**src/hw/rtl/ipv4cs_pkg.sv**
```systemverilog
// Shared types, codes and helpers for the IPv4 checksum engine.
package ipv4cs_pkg;

    localparam int unsigned FIFO_DEPTH_DEF = 4;
    localparam logic [15:0] MAX_LEN_RESET  = 16'hFFFF;

    // Result status codes
    localparam logic [2:0] ST_OK          = 3'd0;
    localparam logic [2:0] ST_NOT_IPV4    = 3'd1;
    localparam logic [2:0] ST_HDR_SHORT   = 3'd2;
    localparam logic [2:0] ST_TOO_LONG    = 3'd3;
    localparam logic [2:0] ST_TOTAL_SHORT = 3'd4;
    localparam logic [2:0] ST_UDP_BAD     = 3'd5;
    localparam logic [2:0] ST_TRUNCATED   = 3'd6;

    // Transport kind codes
    localparam logic [1:0] KIND_OTHER = 2'd0;
    localparam logic [1:0] KIND_TCP   = 2'd1;
    localparam logic [1:0] KIND_UDP   = 2'd2;
    localparam logic [1:0] KIND_ICMP  = 2'd3;

    // IP protocol numbers
    localparam logic [7:0] PROTO_ICMP = 8'd1;
    localparam logic [7:0] PROTO_TCP  = 8'd6;
    localparam logic [7:0] PROTO_UDP  = 8'd17;

    // One queued operation from the front end to the accumulator
    typedef struct packed {
        logic        hdr_en;
        logic        pay_en;
        logic [15:0] word;
        logic        eop;
        logic [2:0]  status;
        logic [1:0]  kind;
        logic [16:0] extra;
    } ipv4cs_op_t;

    // One's-complement sum of two words and a 17-bit extra term
    function automatic logic [15:0] oc_add(input logic [15:0] a, input logic [15:0] b,
                                           input logic [16:0] c);
        logic [17:0] s;
        logic [16:0] f;
        s = {2'b00, a} + {2'b00, b} + {1'b0, c};
        f = {1'b0, s[15:0]} + {15'd0, s[17:16]};
        return f[15:0] + {15'd0, f[16]};
    endfunction

endpackage

```
**src/hw/rtl/ipv4cs_front.sv**
```systemverilog
// Front end: byte parsing, field capture, error checks and op generation.
module ipv4cs_front
(
    input  logic                   clk,
    input  logic                   rst_n,
    input  logic                   cfg_valid,
    input  logic [15:0]            max_packet_length,
    input  logic                   in_valid,
    input  logic [7:0]             data_byte,
    input  logic                   end_of_packet,
    input  logic                   q_full,
    output logic                   q_push,
    output ipv4cs_pkg::ipv4cs_op_t q_op
);

    logic [15:0] max_len_reg, max_len_next;
    logic [15:0] pos_reg, pos_next;
    logic [5:0]  hlen_reg, hlen_next;
    logic [15:0] tlen_reg, tlen_next;
    logic [7:0]  proto_reg, proto_next;
    logic [15:0] ulen_reg, ulen_next;
    logic [15:0] seg_reg, seg_next;
    logic [2:0]  err_reg, err_next;

    logic        accept;
    logic [5:0]  hl_cur;
    logic [15:0] tl_lo;
    logic [15:0] ul_lo;
    logic [15:0] off;
    logic [16:0] rcv;
    logic        hdr_en, pay_en;
    logic [2:0]  st;
    logic [1:0]  kind;
    logic [16:0] extra;

    assign accept = in_valid && !q_full;
    assign hl_cur = (pos_reg == 16'd0) ? {data_byte[3:0], 2'b00} : hlen_reg;
    assign tl_lo  = {tlen_reg[15:8], data_byte};
    assign ul_lo  = {ulen_reg[15:8], data_byte};
    assign off    = pos_reg - {10'd0, hlen_reg};
    assign rcv    = {1'b0, pos_reg} + 17'd1;

    assign max_len_next = cfg_valid ? max_packet_length : max_len_reg;

    always_comb
    begin
        hlen_next  = hlen_reg;
        tlen_next  = tlen_reg;
        proto_next = proto_reg;
        ulen_next  = ulen_reg;
        seg_next   = seg_reg;
        err_next   = err_reg;
        hdr_en     = 1'b0;
        pay_en     = 1'b0;
        if (err_reg == ipv4cs_pkg::ST_OK)
        begin
            if (pos_reg == 16'd0 && data_byte[7:4] != 4'h4)
            begin
                err_next = ipv4cs_pkg::ST_NOT_IPV4;
            end
            else if (pos_reg == 16'd0 && hl_cur < 6'd20)
            begin
                hlen_next = hl_cur;
                err_next  = ipv4cs_pkg::ST_HDR_SHORT;
            end
            else if (pos_reg >= 16'd4 && pos_reg >= tlen_reg)
            begin
                // past total length: ignored
            end
            else if (pos_reg == 16'd3 && tl_lo > max_len_reg)
            begin
                tlen_next = tl_lo;
                err_next  = ipv4cs_pkg::ST_TOO_LONG;
            end
            else if (pos_reg == 16'd3 && tl_lo < {10'd0, hlen_reg})
            begin
                tlen_next = tl_lo;
                err_next  = ipv4cs_pkg::ST_TOTAL_SHORT;
            end
            else
            begin
                if (pos_reg == 16'd0)
                begin
                    hlen_next = hl_cur;
                end
                if (pos_reg == 16'd2)
                begin
                    tlen_next = {data_byte, 8'h00};
                end
                if (pos_reg == 16'd3)
                begin
                    tlen_next = tl_lo;
                    seg_next  = tl_lo - {10'd0, hlen_reg};
                end
                if (pos_reg == 16'd9)
                begin
                    proto_next = data_byte;
                end
                if (pos_reg < {10'd0, hl_cur})
                begin
                    hdr_en = (pos_reg != 16'd10) && (pos_reg != 16'd11);
                    pay_en = (pos_reg >= 16'd12) && (pos_reg < 16'd20) &&
                             (proto_reg == ipv4cs_pkg::PROTO_TCP ||
                              proto_reg == ipv4cs_pkg::PROTO_UDP);
                end
                else
                begin
                    case (proto_reg)
                        ipv4cs_pkg::PROTO_TCP:
                        begin
                            pay_en = (off != 16'd16) && (off != 16'd17);
                        end
                        ipv4cs_pkg::PROTO_UDP:
                        begin
                            if (off == 16'd5 && (ul_lo < 16'd8 || ul_lo > seg_reg))
                            begin
                                err_next = ipv4cs_pkg::ST_UDP_BAD;
                            end
                            else
                            begin
                                if (off == 16'd4)
                                begin
                                    ulen_next = {data_byte, 8'h00};
                                end
                                if (off == 16'd5)
                                begin
                                    ulen_next = ul_lo;
                                end
                                pay_en = (off < 16'd6) ||
                                         (off < ulen_reg && off != 16'd6 && off != 16'd7);
                            end
                        end
                        ipv4cs_pkg::PROTO_ICMP:
                        begin
                            pay_en = (off != 16'd2) && (off != 16'd3);
                        end
                        default:
                        begin
                            pay_en = 1'b0;
                        end
                    endcase
                end
            end
        end
    end

    // End-of-packet status, kind and pseudo-header term
    always_comb
    begin
        st = err_next;
        if (st == ipv4cs_pkg::ST_OK && (rcv < 17'd4 || rcv < {1'b0, tlen_next}))
        begin
            st = ipv4cs_pkg::ST_TRUNCATED;
        end
        if (st == ipv4cs_pkg::ST_OK && proto_reg == ipv4cs_pkg::PROTO_UDP &&
            seg_reg < 16'd8)
        begin
            st = ipv4cs_pkg::ST_UDP_BAD;
        end
        kind  = ipv4cs_pkg::KIND_OTHER;
        extra = 17'd0;
        case (proto_reg)
            ipv4cs_pkg::PROTO_TCP:
            begin
                kind  = ipv4cs_pkg::KIND_TCP;
                extra = {1'b0, seg_reg} + 17'd6;
            end
            ipv4cs_pkg::PROTO_UDP:
            begin
                kind  = ipv4cs_pkg::KIND_UDP;
                extra = {1'b0, ulen_reg} + 17'd17;
            end
            ipv4cs_pkg::PROTO_ICMP:
            begin
                kind = ipv4cs_pkg::KIND_ICMP;
            end
            default:
            begin
                kind = ipv4cs_pkg::KIND_OTHER;
            end
        endcase
        if (st != ipv4cs_pkg::ST_OK)
        begin
            kind = ipv4cs_pkg::KIND_OTHER;
        end
    end

    assign pos_next = (pos_reg == 16'hFFFF) ? pos_reg : pos_reg + 16'd1;

    assign q_push        = accept && (hdr_en || pay_en || end_of_packet);
    assign q_op.hdr_en   = hdr_en;
    assign q_op.pay_en   = pay_en;
    assign q_op.word     = pos_reg[0] ? {8'h00, data_byte} : {data_byte, 8'h00};
    assign q_op.eop      = end_of_packet;
    assign q_op.status   = st;
    assign q_op.kind     = kind;
    assign q_op.extra    = end_of_packet ? extra : 17'd0;

    always_ff @(posedge clk or negedge rst_n)
    begin
        if (!rst_n)
        begin
            max_len_reg <= ipv4cs_pkg::MAX_LEN_RESET;
            pos_reg     <= '0;
            hlen_reg    <= '0;
            tlen_reg    <= '0;
            proto_reg   <= '0;
            ulen_reg    <= '0;
            seg_reg     <= '0;
            err_reg     <= ipv4cs_pkg::ST_OK;
        end
        else
        begin
            max_len_reg <= max_len_next;
            if (accept && end_of_packet)
            begin
                pos_reg   <= '0;
                hlen_reg  <= '0;
                tlen_reg  <= '0;
                proto_reg <= '0;
                ulen_reg  <= '0;
                seg_reg   <= '0;
                err_reg   <= ipv4cs_pkg::ST_OK;
            end
            else if (accept)
            begin
                pos_reg   <= pos_next;
                hlen_reg  <= hlen_next;
                tlen_reg  <= tlen_next;
                proto_reg <= proto_next;
                ulen_reg  <= ulen_next;
                seg_reg   <= seg_next;
                err_reg   <= err_next;
            end
        end
    end

endmodule

```
**src/hw/rtl/ipv4cs_fifo.sv**
```systemverilog
// Small register queue between the front end and the accumulator.
module ipv4cs_fifo
#(
    parameter int unsigned DEPTH = ipv4cs_pkg::FIFO_DEPTH_DEF
)
(
    input  logic                   clk,
    input  logic                   rst_n,
    input  logic                   push,
    input  ipv4cs_pkg::ipv4cs_op_t wdata,
    input  logic                   pop,
    output logic                   full,
    output logic                   not_empty,
    output ipv4cs_pkg::ipv4cs_op_t rdata
);

    localparam int unsigned PW = (DEPTH > 1) ? $clog2(DEPTH) : 1;
    localparam int unsigned CW = $clog2(DEPTH + 1);
    localparam logic [PW-1:0] LAST = PW'(DEPTH - 1);
    localparam logic [CW-1:0] FULL_CNT = CW'(DEPTH);

    ipv4cs_pkg::ipv4cs_op_t mem_reg [DEPTH];
    logic [PW-1:0] wptr_reg, wptr_next;
    logic [PW-1:0] rptr_reg, rptr_next;
    logic [CW-1:0] cnt_reg, cnt_next;

    assign full      = (cnt_reg == FULL_CNT);
    assign not_empty = (cnt_reg != '0);
    assign rdata     = mem_reg[rptr_reg];

    assign wptr_next = push ? ((wptr_reg == LAST) ? '0 : wptr_reg + 1'b1) : wptr_reg;
    assign rptr_next = pop  ? ((rptr_reg == LAST) ? '0 : rptr_reg + 1'b1) : rptr_reg;

    always_comb
    begin
        cnt_next = cnt_reg;
        if (push && !pop)
        begin
            cnt_next = cnt_reg + 1'b1;
        end
        else if (pop && !push)
        begin
            cnt_next = cnt_reg - 1'b1;
        end
    end

    always_ff @(posedge clk)
    begin
        if (push)
        begin
            mem_reg[wptr_reg] <= wdata;
        end
    end

    always_ff @(posedge clk or negedge rst_n)
    begin
        if (!rst_n)
        begin
            wptr_reg <= '0;
            rptr_reg <= '0;
            cnt_reg  <= '0;
        end
        else
        begin
            wptr_reg <= wptr_next;
            rptr_reg <= rptr_next;
            cnt_reg  <= cnt_next;
        end
    end

endmodule

```
**src/hw/rtl/ipv4cs_back.sv**
```systemverilog
// Back end: one's-complement accumulation and result register.
module ipv4cs_back
(
    input  logic                   clk,
    input  logic                   rst_n,
    input  logic                   q_valid,
    input  ipv4cs_pkg::ipv4cs_op_t q_op,
    output logic                   q_pop,
    output logic                   out_valid,
    input  logic                   out_stall,
    output logic [2:0]             status,
    output logic [15:0]            ip_header_checksum,
    output logic [15:0]            transport_checksum,
    output logic [1:0]             transport_kind
);

    logic [15:0] hacc_reg, hacc_next;
    logic [15:0] pacc_reg, pacc_next;
    logic        ovalid_reg, ovalid_next;
    logic [2:0]  st_reg;
    logic [15:0] hck_reg, tck_reg;
    logic [1:0]  kind_reg;
    logic [15:0] hsum, psum;
    logic        ok;

    assign q_pop = q_valid && (!q_op.eop || !ovalid_reg || !out_stall);

    assign hsum = ipv4cs_pkg::oc_add(hacc_reg, q_op.hdr_en ? q_op.word : 16'd0, 17'd0);
    assign psum = ipv4cs_pkg::oc_add(pacc_reg, q_op.pay_en ? q_op.word : 16'd0, q_op.extra);
    assign ok   = (q_op.status == ipv4cs_pkg::ST_OK);

    always_comb
    begin
        hacc_next   = hacc_reg;
        pacc_next   = pacc_reg;
        ovalid_next = ovalid_reg && out_stall;
        if (q_pop)
        begin
            if (q_op.eop)
            begin
                hacc_next   = '0;
                pacc_next   = '0;
                ovalid_next = 1'b1;
            end
            else
            begin
                hacc_next = hsum;
                pacc_next = psum;
            end
        end
    end

    always_ff @(posedge clk)
    begin
        if (q_pop && q_op.eop)
        begin
            st_reg   <= q_op.status;
            kind_reg <= q_op.kind;
            hck_reg  <= ok ? ~hsum : 16'd0;
            tck_reg  <= (ok && q_op.kind != ipv4cs_pkg::KIND_OTHER) ? ~psum : 16'd0;
        end
    end

    always_ff @(posedge clk or negedge rst_n)
    begin
        if (!rst_n)
        begin
            hacc_reg   <= '0;
            pacc_reg   <= '0;
            ovalid_reg <= 1'b0;
        end
        else
        begin
            hacc_reg   <= hacc_next;
            pacc_reg   <= pacc_next;
            ovalid_reg <= ovalid_next;
        end
    end

    assign out_valid          = ovalid_reg;
    assign status             = st_reg;
    assign ip_header_checksum = hck_reg;
    assign transport_checksum = tck_reg;
    assign transport_kind     = kind_reg;

endmodule

```
**src/hw/rtl/ipv4_l4_checksum_engine.sv**
```systemverilog
// Top level of the IPv4 header and TCP/UDP/ICMP checksum engine.
//
//  channel  | handshake            | payload
//  ---------+----------------------+---------------------------------------------
//  in       | in_valid / in_stall  | data_byte, end_of_packet
//  out      | out_valid / out_stall| status, ip_header_checksum,
//           |                      | transport_checksum, transport_kind
//  cfg      | cfg_valid / cfg_ready| max_packet_length
//
//  One byte request per cycle while in_stall is low; the parser decides per byte what
//  it adds and pushes an op into a FIFO_DEPTH queue, the accumulator drains one op per
//  cycle unless the end-of-packet op waits on a result held by out_stall. out_valid
//  rises once that op has left the queue and its result is registered. in_stall rises
//  only when the queue is full, which happens only while out_stall holds the result.
//  Reset is asynchronous, active low; max_packet_length resets to 65535.
//  cfg_ready is always high; writes are expected only while the engine is idle.
module ipv4_l4_checksum_engine
#(
    parameter int unsigned FIFO_DEPTH = ipv4cs_pkg::FIFO_DEPTH_DEF
)
(
    input  logic        clk,
    input  logic        rst_n,
    // configuration
    input  logic        cfg_valid,
    output logic        cfg_ready,
    input  logic [15:0] max_packet_length,
    // byte stream in
    input  logic        in_valid,
    output logic        in_stall,
    input  logic [7:0]  data_byte,
    input  logic        end_of_packet,
    // per-packet result out
    output logic        out_valid,
    input  logic        out_stall,
    output logic [2:0]  status,
    output logic [15:0] ip_header_checksum,
    output logic [15:0] transport_checksum,
    output logic [1:0]  transport_kind
);

    ipv4cs_pkg::ipv4cs_op_t push_op;
    ipv4cs_pkg::ipv4cs_op_t head_op;
    logic q_push, q_pop, q_full, q_not_empty;

    assign cfg_ready = 1'b1;
    // Stall is taken straight from the queue's registered fill state.
    assign in_stall  = q_full;

    ipv4cs_front u_front
    (
        .clk               (clk),
        .rst_n             (rst_n),
        .cfg_valid         (cfg_valid),
        .max_packet_length (max_packet_length),
        .in_valid          (in_valid),
        .data_byte         (data_byte),
        .end_of_packet     (end_of_packet),
        .q_full            (q_full),
        .q_push            (q_push),
        .q_op              (push_op)
    );

    ipv4cs_fifo
    #(
        .DEPTH (FIFO_DEPTH)
    )
    u_fifo
    (
        .clk       (clk),
        .rst_n     (rst_n),
        .push      (q_push),
        .wdata     (push_op),
        .pop       (q_pop),
        .full      (q_full),
        .not_empty (q_not_empty),
        .rdata     (head_op)
    );

    // Accumulator clears its sums on the end-of-packet op and loads the result.
    ipv4cs_back u_back
    (
        .clk                (clk),
        .rst_n              (rst_n),
        .q_valid            (q_not_empty),
        .q_op               (head_op),
        .q_pop              (q_pop),
        .out_valid          (out_valid),
        .out_stall          (out_stall),
        .status             (status),
        .ip_header_checksum (ip_header_checksum),
        .transport_checksum (transport_checksum),
        .transport_kind     (transport_kind)
    );

endmodule

```
**config.mk**
```make
export PLATFORM = sky130hd
export DESIGN_NAME = ipv4_l4_checksum_engine
export DESIGN_NICKNAME = d
export VERILOG_FILES = /design/src/hw/rtl/ipv4cs_pkg.sv /design/src/hw/rtl/ipv4cs_front.sv /design/src/hw/rtl/ipv4cs_fifo.sv /design/src/hw/rtl/ipv4cs_back.sv /design/src/hw/rtl/ipv4_l4_checksum_engine.sv
export SDC_FILE = /design/constraint.sdc
export NUM_CORES = 1
export LEC_CHECK = 0
export BUFFER_PORTS_ARGS = -buffer_cell sky130_fd_sc_hd__buf_2
export CAP_MARGIN = 10
export CORE_ASPECT_RATIO = 1.1
export CORE_MARGIN = 1
export CORE_UTILIZATION = 55
export CTS_CLUSTER_DIAMETER = 120
export DETAILED_ROUTE_END_ITERATION = 16
export GPL_ROUTABILITY_DRIVEN = 0
export PLACE_DENSITY = 0.72
export SYNTH_ARGS = -nofsm -noshare
export SYNTH_HDL_FRONTEND = slang
export SYNTH_HIERARCHICAL = 1
export SYNTH_SLANG_ARGS = --single-unit
```
**constraint.sdc**
```tcl
create_clock -name clk -period 8.14 [get_ports clk]
set_clock_uncertainty 0.05 [all_clocks]
set_input_delay 0.814 -clock clk [delete_from_list [all_inputs] [get_ports clk]]
set_output_delay 0.814 -clock clk [all_outputs]
set_load 0.005 [all_outputs]
```
==> impl_results.md <==
- Worst Path Required: 8.38 ns
- Cell taking the most area after synthesis: edfxtp_1
- Share of layout cells above drive strength 1: about an eighth
- Routed length per instance: ~22 um
- Tcrit/Tclk final: between 90% and 100%
- Top FF cell, synth: edfxtp_1
- Worst Tran Pin Value: 1.16 ns
- Highest clock rate: 0.132 GHz
- RSZ-0062 raised after global routing: false
- Yosys cell types: roughly 110
- Crit end category: register
- Leak: between 0.009 and 0.01 uW
- Worst-path clk slew: ~0.06 ns
- Detail Placement HPWL: 39.5 mm
- Core region area: ~38,000 um^2
- Pre-CTS WS: slightly below 0.5 ns
- Worst hold path type: in2async
- Syn Inst Count: just under 2k
- Nets: ~2.2k
- Compound-cell area share of the yosys netlist: 14.8%
- Antenna cells: 0
- Die ar.: ~40,000 um^2
- Die width: about 190 um
- Peak VDD IR: 0.407 mV
- Clock latency at the later pin of the worst-skew pair: 0.55 ns
- I/O pins: 70
- PnR worst setup slack: between 0.5 and 0.6 ns
- Synth Net Count: about 2.2k
- Routed Antenna Nets: 0
- Final setup viols: 0
- GRT overflow: 0
- Bufs on Longest Clock Path: 3
- Initial Util: between 50% and 60%
- Post-CTS Setup Repair Bufs: 0
- CP most frequent cell: and2_1
- Drt initial violations: around 1.3k
- Syn avg cell area: 10.9 um^2
- Relative slew slack: 22.5%
- Setup Crit Path Kind: reg2reg
- Outcome: finished clean
- FILL cells: between 3k and 4k
- Synth Area in Simple Gates: between 10% and 20%
- Flops & latches, synth: 338
- Family with the most delay on the worst path: simple AND/OR/NAND/NOR gates
- WL final: 55.1 mm
- Mux cell area share after synthesis: 5.78%
- PwrDens: 458 nW/um^2
- Max-slew violation count: 0
- Num rows: 75
- DRT Pass-1 Iters: 5
- CP arrival: roughly 8 ns
- DRC Markers: 0
- Minimum clock period: about 7.6 ns
- Final Hold Fails: 0
- Worst R2R Path Depth: 31
- Number of synthesized flops with an enable pin: approximately 200
- CTS HTree Levels: 2
- Chip height: 209 um
- Area grow syn2layout: 8.39%
- XOR/XNOR Fraction of Synth Area: 4.72%
- Largest family of logic cells by synthesized area: simple AND/OR/NAND/NOR gates
- Number of flip-flops in the largest register: 164
- First-pass GRT wire length: just under 90 mm
- Worst path depth: 31
- CTS tree: yes
- TritonCTS Buffers: 37
- Fin Setup TNS: 0 ns
- Worst path slowest cell: mux4_2
- MaxCap Viol Count: 0
- Pin count of the biggest net entering global routing: 71
- Crit Path Max Fanout: 16
- Antenna violations before repair: 0
- Register area share after synthesis: 44.1%
- Top cells by area, synth: edfxtp_1 (28%), dfrtp_1 (14%), ha_1 (8.5%)
- Via count: between 15k and 20k
- Via density: 6.41
- Max incr delay on CP: between 0.6 and 0.7 ns
- Worst Setup Start Kind: register
- Post-synthesis adder-cell area fraction: 10.6%
- Root Buffer: clkbuf_16
- Yosys warnings: 6
- CP Buf/Inv Count: 1
- CTS Sinks: 338
- Ys async rst share: between 40% and 50%
- Post-synth top area share: 28.1%
- Vias in the first global route: 16.0k
- Global-route total usage across every layer: 28.1%
- Mapped cell area: 21,500 um^2
- # port buffers: 68
[cells by family after synthesis]
group	Yosys count
simple gates	620
compound gates	446
flops	338
buf+inv	212
fa+ha+maj	169
xor+xnor	110
mux	71
other cells	1
[routing by layer]
| layer | track usage (%) | share of wire, % | vias up |
|---|---|---|---|
| li1 | - | - | 7448 |
| met3 | 4.45 | 5.6 | 175 |
| met4 | 15.0 | 5.7 | 0 |
| met1 | 34.2 | 40 | 7952 |
| met2 | 47.8 | 49 | 588 |
| met5 | 0 | 0 | - |
[cell type report]
type                            instances  area (um^2)  share of cell area [%]
Inverter                              117          439                    1.88
Clock buffer                           54         1050                    4.50
Sequential cell                       338         9490                    40.7
Multi-Input combinational cell       1417        11100                    47.7
Timing Repair Buffer                   86          494                    2.12
Tap cell                              500          626                    2.68
Clock inverter                         11         90.1                   0.386
[path summary, 6_finish.rpt]
check	startpoint	to	slack (ns)
setup / recovery	u_fifo/rptr_reg[0]	u_back/transport_checksum[15]	0.57
hold / removal	rst_n	u_back/pacc_reg[11]	0.25
setup reg to reg	u_fifo/rptr_reg[0]	u_back/transport_checksum[15]	0.57
hold reg to reg	u_fifo/cnt_reg[2]	u_fifo/cnt_reg[2]	0.43
max in group asynchronous	rst_n	u_front/pos_reg[4]	6.39
min in group clk	max_packet_length[6]	u_front/max_len_reg[6]	0.43
[cell usage after synthesis, types with 19 or more instances]
| master | instances |
|---|---|
| clkbuf_1 | 58 |
| fa_1 | 22 |
| and3_1 | 23 |
| a22o_1 | 35 |
| nor3_1 | 35 |
| buf_2 | 19 |
| nand2_1 | 123 |
| edfxtp_1 | 201 |
| xnor2_1 | 80 |
| nand4_1 | 52 |
| ha_1 | 147 |
| nor2_1 | 136 |
| mux2i_1 | 23 |
| xor2_1 | 24 |
| o211ai_1 | 19 |
| a21oi_1 | 85 |
| nand3_1 | 44 |
| nor4_1 | 26 |
| a211oi_1 | 25 |
| o21ai_0 | 67 |
| and2_1 | 63 |
| dfrtp_1 | 121 |
| inv_1 | 117 |
| mux4_2 | 38 |
| nor2b_1 | 21 |
| a21o_1 | 39 |
[cells in the final DEF, fill, tap and decap left out, drive strengths merged, types with 35 or more instances in the layout]
cell type	count
a22o	35
mux4	41
nand4	54
buf	86
ha	147
clkbuf	54
o21ai	73
a21oi	89
inv	119
xnor2	83
and2	63
nand3	48
nand2	123
nor2	138
dfrtp	121
a21o	39
nor3	36
edfxtp	201
[metrics by stage]
stage	cell area, um^2	cells	power (uW)	hold WS, ns	util (%)
2_1_floorplan	21500	1967	7500	0.395	-
5_1_grt	23300	2523	11400	0.312	60.8
3_3_place_gp	22200	2458	8830	0.415	57.8
6_report	23300	2523	10700	0.253	60.8
3_5_place_dp	22200	2458	8990	0.415	57.8
4_1_cts	23300	2523	10600	0.277	60.7
[power by group]
group	internal, uW	switching, uW	total [uW]
Sequential	2310	188	2500
Combinational	2570	4000	6570
Clock	927	685	1610
[timing repair]
item,CTS,global route
gates resized for setup,0,3
hold buffers,0,0
endpoints found under the setup margin,0,8
Note: power is estimated with default switching activity, not from simulation.
